<file path="config.mk">
export PLATFORM = sky130hd
export DESIGN_NAME = annexb_parameter_set_extractor_top
export DESIGN_NICKNAME = d
export VERILOG_FILES = /design/src/design/ape_pkg.sv /design/src/design/ape_core.sv /design/src/design/ape_fifo.sv /design/src/design/ape_ser.sv /design/src/design/annexb_parameter_set_extractor_top.sv
export SDC_FILE = /design/constraint.sdc
export NUM_CORES = 1
export LEC_CHECK = 0
export BUFFER_PORTS_ARGS = -buffer_cell sky130_fd_sc_hd__buf_4
export CAP_MARGIN = 20
export CORE_MARGIN = 5
export CORE_UTILIZATION = 43
export DETAILED_ROUTE_END_ITERATION = 16
export GPL_TIMING_DRIVEN = 1
export SYNTH_ARGS = -nofsm -noshare
export SYNTH_HDL_FRONTEND = slang
export SYNTH_SLANG_ARGS = --single-unit
</file>
<file path="constraint.sdc">
create_clock -name i_clk -period 9.4 [get_ports i_clk]
set_clock_uncertainty 0.1 [all_clocks]
set_input_delay 0.94 -clock i_clk [delete_from_list [all_inputs] [get_ports i_clk]]
set_output_delay 0.94 -clock i_clk [all_outputs]
set_load 0.05 [all_outputs]
</file>
<file path="src/design/ape_pkg.sv">
package ape_pkg;

    localparam int unsigned ByteW = 8;

    localparam logic [4:0] AvcTypeSps  = 5'd7;
    localparam logic [4:0] AvcTypePps  = 5'd8;
    localparam logic [5:0] HevcTypeVps = 6'd32;
    localparam logic [5:0] HevcTypeSps = 6'd33;
    localparam logic [5:0] HevcTypePps = 6'd34;

    localparam logic [ByteW-1:0] ByteZero = 8'h00;
    localparam logic [ByteW-1:0] ByteOne  = 8'h01;

    // output burst caused by one input byte:
    // zeros, then 0x01 if one, then dbyte if data, then marker if mark
    typedef struct packed {
        logic [2:0]       zeros;
        logic             one;
        logic             data;
        logic             mark;
        logic [ByteW-1:0] dbyte;
    } t_desc;

    function automatic logic param_header(input logic [ByteW-1:0] hdr, input logic hevc);
        logic [5:0] htype;
        logic [4:0] atype;
        htype = hdr[6:1];
        atype = hdr[4:0];
        if (hevc) begin
            return (htype == HevcTypeVps) || (htype == HevcTypeSps) || (htype == HevcTypePps);
        end
        return (atype == AvcTypeSps) || (atype == AvcTypePps);
    endfunction

endpackage

</file>
<file path="src/design/ape_core.sv">
module ape_core (
    input  logic                 i_clk,
    input  logic                 i_rst_n,
    input  logic                 i_accept,
    input  logic [7:0]           i_byte,
    input  logic                 i_last,
    input  logic                 i_hevc,
    output logic                 o_push,
    output ape_pkg::t_desc       o_desc
);
    import ape_pkg::*;

    typedef enum logic [3:0] {
        PH_SEEK   = 4'b0001,
        PH_HEADER = 4'b0010,
        PH_PASS   = 4'b0100,
        PH_SKIP   = 4'b1000
    } t_phase;

    t_phase     r_phase, n_phase;
    logic [1:0] r_zero_run, n_zero_run;
    logic       r_emitted, n_emitted;
    logic       r_done, n_done;
    t_desc      desc;

    always_comb begin
        n_phase    = r_phase;
        n_zero_run = r_zero_run;
        n_emitted  = r_emitted;
        n_done     = r_done;
        desc       = '0;
        desc.dbyte = i_byte;

        if (!r_done) begin
            if (r_phase == PH_HEADER) begin
                if (param_header(i_byte, i_hevc)) begin
                    desc.zeros = 3'd3;
                    desc.one   = 1'b1;
                    desc.data  = 1'b1;
                    n_phase    = PH_PASS;
                    n_zero_run = 2'd0;
                end else begin
                    n_phase    = PH_SKIP;
                    n_zero_run = {1'b0, (i_byte == ByteZero)};
                end
            end else if (i_byte == ByteZero) begin
                if (r_zero_run != 2'd3) begin
                    n_zero_run = r_zero_run + 2'd1;
                end else if (r_phase == PH_PASS) begin
                    desc.zeros = 3'd1;
                end
            end else if ((i_byte == ByteOne) && r_zero_run[1]) begin
                n_phase    = PH_HEADER;
                n_zero_run = 2'd0;
            end else begin
                if (r_phase == PH_PASS) begin
                    desc.zeros = {1'b0, r_zero_run};
                    desc.data  = 1'b1;
                end
                n_zero_run = 2'd0;
            end

            if ((desc.zeros != 3'd0) || desc.data) begin
                n_emitted = 1'b1;
            end

            if (i_last) begin
                if (n_phase == PH_PASS) begin
                    desc.zeros = desc.zeros + {1'b0, n_zero_run};
                    if (n_zero_run != 2'd0) begin
                        n_emitted = 1'b1;
                    end
                end
                if (n_emitted) begin
                    desc.mark = 1'b1;
                    n_done    = 1'b1;
                end
                n_phase    = PH_SEEK;
                n_zero_run = 2'd0;
                n_emitted  = 1'b0;
            end
        end
    end

    assign o_push = i_accept && !r_done && ((desc.zeros != 3'd0) || desc.data || desc.mark);
    assign o_desc = desc;

    always_ff @(posedge i_clk) begin
        if (!i_rst_n) begin
            r_phase    <= PH_SEEK;
            r_zero_run <= 2'd0;
            r_emitted  <= 1'b0;
            r_done     <= 1'b0;
        end else if (i_accept) begin
            r_phase    <= n_phase;
            r_zero_run <= n_zero_run;
            r_emitted  <= n_emitted;
            r_done     <= n_done;
        end
    end

    a_done_sticky: assert property (@(posedge i_clk) disable iff (!i_rst_n)
        r_done |=> r_done)
        else $error("done flag cleared");

    a_no_push_after_done: assert property (@(posedge i_clk) disable iff (!i_rst_n)
        r_done |-> !o_push)
        else $error("request produced after done");

endmodule

</file>
<file path="src/design/ape_fifo.sv">
module ape_fifo (
    input  logic           i_clk,
    input  logic           i_rst_n,
    input  logic           i_push,
    input  ape_pkg::t_desc i_desc,
    input  logic           i_pop,
    output logic           o_full,
    output logic           o_valid,
    output ape_pkg::t_desc o_desc
);
    import ape_pkg::*;

    t_desc      r_mem [2];
    logic       r_wr, r_rd;
    logic [1:0] r_count;

    assign o_full  = (r_count == 2'd2);
    assign o_valid = (r_count != 2'd0);
    assign o_desc  = r_mem[r_rd];

    always_ff @(posedge i_clk) begin
        if (i_push) begin
            r_mem[r_wr] <= i_desc;
        end
    end

    always_ff @(posedge i_clk) begin
        if (!i_rst_n) begin
            r_wr    <= 1'b0;
            r_rd    <= 1'b0;
            r_count <= 2'd0;
        end else begin
            if (i_push) begin
                r_wr <= ~r_wr;
            end
            if (i_pop) begin
                r_rd <= ~r_rd;
            end
            r_count <= r_count + {1'b0, i_push} - {1'b0, i_pop};
        end
    end

    a_no_overflow: assert property (@(posedge i_clk) disable iff (!i_rst_n)
        o_full |-> !i_push)
        else $error("push into full queue");

endmodule

</file>
<file path="src/design/ape_ser.sv">
module ape_ser (
    input  logic           i_clk,
    input  logic           i_rst_n,
    input  logic           i_valid,
    input  ape_pkg::t_desc i_desc,
    output logic           o_pop,
    output logic           o_m_tvalid,
    input  logic           i_m_tready,
    output logic [7:0]     o_m_tdata,
    output logic           o_m_tuser,
    output logic           o_m_tlast
);
    import ape_pkg::*;

    logic             r_busy;
    logic [2:0]       r_zleft;
    logic             r_one, r_data, r_mark;
    logic [ByteW-1:0] r_byte;
    logic [2:0]       remaining;
    logic             is_last, take, load;

    assign remaining = r_zleft + {2'b0, r_one} + {2'b0, r_data} + {2'b0, r_mark};
    assign is_last   = (remaining == 3'd1);
    assign take      = r_busy && i_m_tready;
    assign load      = (!r_busy || (take && is_last)) && i_valid;
    assign o_pop     = load;

    assign o_m_tvalid = r_busy;
    assign o_m_tlast  = is_last;
    assign o_m_tuser  = (r_zleft == 3'd0) && !r_one && !r_data;
    assign o_m_tdata  = (r_zleft != 3'd0) ? ByteZero :
                        r_one             ? ByteOne  :
                        r_data            ? r_byte   : ByteZero;

    always_ff @(posedge i_clk) begin
        if (load) begin
            r_byte <= i_desc.dbyte;
        end
    end

    always_ff @(posedge i_clk) begin
        if (!i_rst_n) begin
            r_busy  <= 1'b0;
            r_zleft <= 3'd0;
            r_one   <= 1'b0;
            r_data  <= 1'b0;
            r_mark  <= 1'b0;
        end else if (load) begin
            r_busy  <= 1'b1;
            r_zleft <= i_desc.zeros;
            r_one   <= i_desc.one;
            r_data  <= i_desc.data;
            r_mark  <= i_desc.mark;
        end else if (take && is_last) begin
            r_busy  <= 1'b0;
            r_zleft <= 3'd0;
            r_one   <= 1'b0;
            r_data  <= 1'b0;
            r_mark  <= 1'b0;
        end else if (take) begin
            if (r_zleft != 3'd0) begin
                r_zleft <= r_zleft - 3'd1;
            end else if (r_one) begin
                r_one <= 1'b0;
            end else if (r_data) begin
                r_data <= 1'b0;
            end else begin
                r_mark <= 1'b0;
            end
        end
    end

    a_marker_last: assert property (@(posedge i_clk) disable iff (!i_rst_n)
        (o_m_tvalid && o_m_tuser) |-> o_m_tlast)
        else $error("marker not last of burst");

    a_busy_nonempty: assert property (@(posedge i_clk) disable iff (!i_rst_n)
        r_busy |-> (remaining != 3'd0))
        else $error("busy with empty burst");

endmodule

</file>
<file path="src/design/annexb_parameter_set_extractor_top.sv">
// Channel   Dir  Handshake                  Payload
// s         in   i_s_tvalid / o_s_tready    i_s_tdata = in_byte, i_s_tlast = unit_end
// m         out  o_m_tvalid / i_m_tready    o_m_tdata = out_byte, o_m_tuser = kind,
//                                           o_m_tlast = run_last
// cfg       in   i_cfg_valid / o_cfg_ready  i_cfg_data = hevc_mode
//
// One input byte accepted per cycle while the 2-deep burst queue has room.
// Each byte yields 0 to 6 output requests, sent one per cycle by the serializer while i_m_tready is high;
// sustained input rate is one byte per cycle while each byte yields at most one request.
// Synchronous active-low reset clears parser state, queue and serializer.
// Output stalls back up through the queue to o_s_tready; cfg is always ready.
module annexb_parameter_set_extractor_top (
    input  logic       i_clk,
    input  logic       i_rst_n,
    input  logic       i_s_tvalid,
    output logic       o_s_tready,
    input  logic [7:0] i_s_tdata,   // [7:0] in_byte
    input  logic       i_s_tlast,
    output logic       o_m_tvalid,
    input  logic       i_m_tready,
    output logic [7:0] o_m_tdata,   // [7:0] out_byte
    output logic       o_m_tuser,   // [0] kind
    output logic       o_m_tlast,
    input  logic       i_cfg_valid,
    output logic       o_cfg_ready,
    input  logic       i_cfg_data
);
    import ape_pkg::*;

    logic  r_hevc;
    logic  accept, push, full, q_valid, pop;
    t_desc core_desc, q_desc;

    assign o_cfg_ready = 1'b1;
    assign o_s_tready  = !full;
    assign accept      = i_s_tvalid && !full;

    always_ff @(posedge i_clk) begin
        if (!i_rst_n) begin
            r_hevc <= 1'b0;
        end else if (i_cfg_valid) begin
            r_hevc <= i_cfg_data;
        end
    end

    ape_core u_core (
        .i_clk    (i_clk),
        .i_rst_n  (i_rst_n),
        .i_accept (accept),
        .i_byte   (i_s_tdata),
        .i_last   (i_s_tlast),
        .i_hevc   (r_hevc),
        .o_push   (push),
        .o_desc   (core_desc)
    );

    ape_fifo u_fifo (
        .i_clk   (i_clk),
        .i_rst_n (i_rst_n),
        .i_push  (push),
        .i_desc  (core_desc),
        .i_pop   (pop),
        .o_full  (full),
        .o_valid (q_valid),
        .o_desc  (q_desc)
    );

    ape_ser u_ser (
        .i_clk      (i_clk),
        .i_rst_n    (i_rst_n),
        .i_valid    (q_valid),
        .i_desc     (q_desc),
        .o_pop      (pop),
        .o_m_tvalid (o_m_tvalid),
        .i_m_tready (i_m_tready),
        .o_m_tdata  (o_m_tdata),
        .o_m_tuser  (o_m_tuser),
        .o_m_tlast  (o_m_tlast)
    );

endmodule
</file>
Yosys cells after proc, flatten, opt, wreduce, memory -nomap -nowiden
Memories as Yosys holds them, arrays and structs flattened. A register that Yosys moved wholly into a read port is not among the register bits.
Cells that the tools add are included.
Storage, ports and cells
  register bits: 28
  bits in writable memories: 28
  input bits: 15
  output and inout bits: 13
  logic and storage cells: 150
  memories kept: 1
Operators by class
  $add $sub $neg: 8
  eq/ne operators: 15
  multiplexer cells: 73
  bitwise gates (word level): 3
  reduce and logical (&&, ||, !) cells: 36
Memory list
  u_fifo.r_mem: depth 2, bits a word 14, read ports 1, clocked after memory_dff 1, wr ports 1, RTL line ape_fifo.sv:13  | t_desc r_mem [2];
Operator list (number)
  1-bit 2-to-1 mux: 45
  3-bit 2-to-1 mux: 11
  4-bit 2-to-1 mux: 7
  8-bit 2-to-1 mux: 3
  6-bit equality test, second input constant: 3
  3-bit nonzero test: 5
  2-bit 2-to-1 mux: 6
  3-bit by 1-bit adder with 3-bit output: 3
  1-bit logical AND: 9
  3-bit inequality test, second input constant: 3
  4-bit by 3-bit equality test with 1-bit output, second input constant: 2
  8-bit by 1-bit equality test with 1-bit output, second input constant: 1
  8-bit zero test: 1
  1-bit logical OR: 7
  6-bit 2-to-1 mux: 1
  2-bit AND reduction: 3
  2-bit nonzero test: 3
  5-bit by 3-bit equality test with 1-bit output, second input constant: 1
  5-bit by 4-bit equality test with 1-bit output, second input constant: 1
  1-bit zero test: 5
  4-bit by 2-bit equality test with 1-bit output, second input constant: 1
  4-bit AND reduction: 1
  3-bit by 2-bit adder with 3-bit output: 1
  3-bit by 1-bit equality test with 1-bit output, second input constant: 1
  9 further kinds: 11

Logic depth before layout (Yosys ltp)
  depth in word-level cells: 26
  mapped depth: 14
  gate-level depth less buffers: 13

Hierarchy
Synthesis repeated with hierarchy kept, for this count alone.
Second synthesis, totals
  cells, all modules: 252
  area total of the unflattened synthesis: 2894.0 µm²
Modules (own cells, without submodules)
  ape_fifo: times used 1, cells each 64, area each 1237.4 µm², seq. area each 940.9 µm²
  ape_ser: times used 1, cells each 78, area each 838.3 µm², seq. area each 380.4 µm²
  ape_core: times used 1, cells each 103, area each 760.7 µm², seq. area each 160.2 µm²
  annexb_parameter_set_extractor_top: times used 1, cells each 7, area each 57.6 µm², seq. area each 20.0 µm²

Least setup slack after synthesis
No wires, ideal clock.
  path kind: input-to-reg
  from: in i_s_tdata[1]
  to: mem u_fifo.r_mem[0][0] in the netlist's numbering (enable)
  library setup time: 0.412 ns
  arrival: 4.471 ns
  data required time: 8.888 ns
  setup slack: 4.417 ns
  cell stages on the path: 9
  path buffers: 0
  path through: or4_1 -> o311a_1 -> o22ai_1 -> inv_1 -> ha_1 -> fa_1 -> o21ai_0 -> o311a_1 -> a311oi_1
Between the ends
  word-level cells in the longest chain between the ends: 24
  elaborated cells on any way between the ends: 54
  classes of those cells: 1 x add/sub; 7 x eq/ne; 34 x mux; 12 x reduce/logical
RTL lines
  start, declared: RTL line annexb_parameter_set_extractor_top.sv:17  | input logic [7:0] i_s_tdata,
  6-bit equality test: RTL line ape_pkg.sv:30  | return (htype == HevcTypeVps) || (htype == HevcTypeSps) || (htype == HevcTypePps);
  1-bit logical OR (2 in a row): RTL line ape_pkg.sv:30
  1-bit 2-to-1 mux: RTL line ape_pkg.sv:29  | if (hevc) begin
  1-bit 2-to-1 mux: RTL line ape_pkg.sv:32  | return (atype == AvcTypeSps) || (atype == AvcTypePps);
  1-bit 2-to-1 mux: RTL line ape_core.sv:35  | if (r_phase == PH_HEADER) begin
  1-bit 2-to-1 mux: RTL line ape_core.sv:34  | if (!r_done) begin
  4-bit 2-to-1 mux: RTL line ape_core.sv:36  | if (param_header(i_byte, i_hevc)) begin
  3-bit 2-to-1 mux: RTL line ape_core.sv:35
  [7 not listed]
  1-bit 2-to-1 mux: RTL line ape_core.sv:34
  1-bit 2-to-1 mux: RTL line ape_core.sv:74  | if (n_emitted) begin
  1-bit 2-to-1 mux: RTL line ape_core.sv:67  | if (i_last) begin
  6-bit 2-to-1 mux (*): RTL line ape_core.sv:34
  1-bit logical OR (*): RTL line ape_core.sv:85  | assign o_push = i_accept && !r_done && ((desc.zeros != 3'd0) || desc.data || desc.mark);
  1-bit logical AND (*): RTL line ape_core.sv:85
  1-bit 2-to-1 mux (*): RTL line ape_fifo.sv:22  | if (i_push) begin
  1-bit 2-to-1 mux (implied by the code) (*): RTL line ape_fifo.sv:23  | r_mem[r_wr] <= i_desc;
  end, declared: RTL line ape_fifo.sv:13
Mark *: on every way between the ends. The rest lies on a longest branch, timed or not. The select of a mux whose other input is x is not followed.

Final worst setup path
  from: in i_s_tdata[1]
  to: reg u_fifo.r_count[1]
Between the ends
  word-level cells in the longest chain between the ends: 24
  elaborated cells on any way between the ends: 54
  classes of those cells: 3 x add/sub; 7 x eq/ne; 32 x mux; 12 x reduce/logical
RTL lines
  6-bit equality test: RTL line ape_pkg.sv:30
  1-bit logical OR (2 in a row): RTL line ape_pkg.sv:30
  1-bit 2-to-1 mux: RTL line ape_pkg.sv:29
  1-bit 2-to-1 mux: RTL line ape_pkg.sv:32
  1-bit 2-to-1 mux: RTL line ape_core.sv:35
  1-bit 2-to-1 mux: RTL line ape_core.sv:34
  4-bit 2-to-1 mux: RTL line ape_core.sv:36
  3-bit 2-to-1 mux: RTL line ape_core.sv:35
  [7 not listed]
  1-bit 2-to-1 mux: RTL line ape_core.sv:34
  1-bit 2-to-1 mux: RTL line ape_core.sv:74
  1-bit 2-to-1 mux: RTL line ape_core.sv:67
  6-bit 2-to-1 mux (*): RTL line ape_core.sv:34
  1-bit logical OR (*): RTL line ape_core.sv:85
  1-bit logical AND (*): RTL line ape_core.sv:85
  2-bit by 1-bit adder with 2-bit output (*): RTL line ape_fifo.sv:39  | r_count <= r_count + {1'b0, i_push} - {1'b0, i_pop};
  2-bit by 1-bit subtractor with 2-bit output (*): RTL line ape_fifo.sv:39
  end signal, assigned: RTL line ape_fifo.sv:39
  end, declared: RTL line ape_fifo.sv:15  | logic [1:0] r_count;
Marks and branches as above.
A chain may end at the register's enable or synchronous reset.

==> qor.tcl <==
set qor(outcome) {completed}
set qor(final-hold-violation-count) 0
set qor(dr.first_iter.drc_count) 123
set qor(path_clk_slew_ns) 0.07
set qor(cp-start-kind) {primary input}
set qor(number_of_antenna_violating_nets_in_the_routed_design) 0
set qor(timing.critical_path.to_type) {flop}
set qor(postPlaceCellArea_um2) 3100
set qor(netlist-cell-type-count) 61
set qor(ys_warn_count) 0
set qor(cts_inserted_buffers) 9
set qor(synth_area_per_cell_um2) 11.5
set qor(htreeDepth) 3
set qor(fill_cells) 569
set qor(first_global_vias) 1986
set qor(async_s_r_ff_share_synth) 0
set qor(synthesis.area_um2) 2830
set qor(initial_antenna_violation_count) 0
set qor(globalRouteOverflowTotal) 0
set qor(post_drt_wl_per_cell_um) 15.8
set qor(design_area_um2) 3300
set qor(maximum_number_of_pins_on_one_net_before_global_route_repair) 21
set qor(vias_per_cell) 5.50
set qor(multi_input_gate_area_in_the_final_layout_um2) 1240
set qor(max_clock_freq_mhz) 239
set qor(portBuffers) 26
set qor(worst_case_hold_slack_ns) 0.405
set qor(worstMarginPinSlew_ns) 0.943
set qor(critical_path.max_fanout) 6
set qor(post_synth_inst_count) 247
set qor(register_area_um2) 1500
set qor(synthMostInstantiatedCell) {edfxtp_1}
set qor(cts.sink_count) 57
set qor(hold_class) {flop to flop}
set qor(core_area_um2) 6390
set qor(hold_buffers) 0
set qor(drt-pass1-iter-count) 5
set qor(min_period_over_period) 0.444
set qor(report.final.slew_viol_count) 0
set qor(via_count) 1975
set qor(die_h_um) 91.2
set qor(timing.final.setup_violations) 0
set qor(ir_drop_mv) 0.108
set qor(nNetsFinal) 301
set qor(worst-setup-path-type) {primary input to flop}
set qor(first_pass_grt_wire_length_um) 9540
set qor(tritoncts) {yes}
set qor(detail_route.wirelength_um) 5660
set qor(synth.ff_latch_count) 57
set qor(yosysTopAreaCellShare) 0.381
set qor(setup_total_negative_slack_ns) 0
set qor(dpl.hpwl_um) 4170
set qor(gp_congestion) 0.871
set qor(clock_tree.root_cell) {clkbuf_8}
set qor(power_density_over_the_cells_nw_per_um2) 152
set qor(start_util) 0.444
set qor(cts_resized) 0
set qor(synth.net_count) 271
set qor(post_synth_edffs) 36
set qor(slew_headroom) 0.369
set qor(clk_path_buf_depth) 2
set qor(drv.max_cap_violation_count) 0
set qor(share_of_layout_cells_above_drive_strength_1) 0.238
set qor(p_leak_nw) 1.25
set qor(area_delta_synth_final_pct) 16.5
set qor(synthTopCellsByArea) {edfxtp_1 (38%), dfxtp_1 (15%), mux2_2 (4.4%)}
set qor(fp.dieArea_um2) 8310
set qor(clkLatencyLatePin_ns) 0.33
set qor(synth-main-ff-cell) {edfxtp_1}
set qor(final.min_clock_period_ns) 4.18
set qor(cts_setup_buffers) 0
set qor(floorplan.io_pins) 28
set qor(timing.critical_path.required_ns) 9.52
set qor(antennaDiodeCount) 0
set qor(arrival_ns) 4.30
set qor(setup_repair_after_global_routing_missed_its_margin) {false}
set qor(grt.total_usage) 0.144
set qor(row_count) 29
set qor(sequential_element_share_of_the_synthesized_area) 0.530
set qor(synth_common_cells) {edfxtp_1 (36), nor2_1 (22), dfxtp_1 (21)}
set qor(chipWidth_um) 91.2
set qor(synth_top_area_cell) {edfxtp_1}
set qor(route.detailed.drc) 0
[path summary, 6_finish.rpt]
path         cells after the start  slack [ns]          from                end
max                             14        5.22  i_s_tdata[1]  u_fifo.r_count[1]
min                              2        0.41  u_ser.r_mark       u_ser.r_mark
max reg2reg                     13        5.55  u_ser.r_data  u_fifo.r_count[1]
min reg2reg                      2        0.41  u_ser.r_mark       u_ser.r_mark
[cell usage in the layout (no fill, tap or decap), types with 2 or more instances in the layout]
| cell | synthesis | layout |
|---|---|---|
| and3_1 | 8 | 8 |
| edfxtp_1 | 36 | 36 |
| mux2_2 | 11 | 11 |
| and2_1 | 2 | 2 |
| nand2b_1 | 2 | 2 |
| o31a_1 | 2 | 2 |
| mux2i_1 | 5 | 5 |
| o22ai_1 | 2 | 2 |
| o21ai_1 | 2 | 2 |
| o311a_1 | 2 | 2 |
| nor2_1 | 22 | 22 |
| or4b_4 | 3 | 3 |
| buf_4 | 2 | 28 |
| or3_1 | 3 | 3 |
| inv_1 | 13 | 13 |
| o21ai_0 | 11 | 11 |
| clkbuf_8 | 0 | 10 |
| dfxtp_1 | 21 | 21 |
| clkinvlp_4 | 0 | 2 |
| a21boi_1 | 3 | 3 |
| clkinv_2 | 0 | 2 |
| a21oi_1 | 10 | 10 |
| a311oi_2 | 0 | 2 |
| xor2_1 | 3 | 3 |
| o211a_1 | 3 | 3 |
| nand3_1 | 5 | 5 |
| a22oi_1 | 3 | 3 |
| xnor2_1 | 2 | 2 |
| or4_1 | 2 | 2 |
| nand2_1 | 10 | 10 |
| nor3_1 | 6 | 6 |
| nor2b_1 | 7 | 7 |
| fa_1 | 3 | 3 |
| ha_1 | 6 | 6 |
[critical path, cell delays in order]
cell and delay, ns:
buf_4 0.13, or4_1 0.56, o311a_1 0.35, o22ai_1 0.24, inv_1 0.10, ha_1 0.22, fa_1 0.50, o21ai_0 0.08
o311a_1 0.39, a31oi_1 0.21, ha_1 0.19, xor2_1 0.18, xnor2_1 0.14, nor2_1 0.05
[sequential cells by signal, summed over array words and instances, names as in the netlist, named ones only]
register and flops:
u_fifo.r_mem 28, u_ser.o_m_tvalid 1, u_core.r_phase 4, u_core.r_zero_run 2, u_core.r_emitted 1, r_hevc 1, u_ser.r_byte 8, u_fifo.r_wr 1
u_ser.r_zleft 3, u_ser.r_one 1, u_fifo.r_rd 1, u_ser.r_data 1, u_core.r_done 1, u_ser.r_mark 1, u_fifo.r_count 2
[layer usage]
metal,track usage,share of wire,vias to the layer above
met5,0,0,-
met4,0.0538,0.013,0
met3,0.0554,0.045,11
met2,0.240,0.51,51
met1,0.169,0.43,927
li1,-,-,986
[cells by family after synthesis]
logic type | count (synthesis) | share of synthesized area
other cells | 1 | 0.00132
mux | 16 | 0.0614
fa+ha+maj | 9 | 0.0477
compound gates | 56 | 0.149
flops | 57 | 0.530
buf+inv | 23 | 0.0358
xor+xnor | 5 | 0.0155
simple gates | 80 | 0.159
[cell type report]
class                   count  share of cell area
clock inverters             5              0.0167
clock buffers              11              0.0428
well taps                  77              0.0292
repair buffers             28              0.0637
inverters                  14              0.0159
flip-flops and latches     57               0.455
multi-input cells         167               0.377
[report_power, final]
part	switching (W)	internal, W	total [W]	leakage (nW)
registers	0.000000495	0.000264	0.000265	0.501
logic	0.00000934	0.00000626	0.0000156	0.651
clock network	0.0000944	0.000129	0.000223	0.0953
total	0.000104	0.000399	0.000503	1.25
[metrics by stage]
step / power, W / utilization / setup slack, ns / instances
floorplan: 0.000278 / - / 4.42 / 247
global placement: 0.000285 / 0.486 / 5.00 / 343
detailed placement: 0.000286 / 0.486 / 4.88 / 343
CTS: 0.000511 / 0.517 / 5.25 / 359
global route: 0.000523 / 0.517 / 5.06 / 359
finish: 0.000503 / 0.517 / 5.22 / 359
No activity file was read; power rests on OpenSTA's default activity.
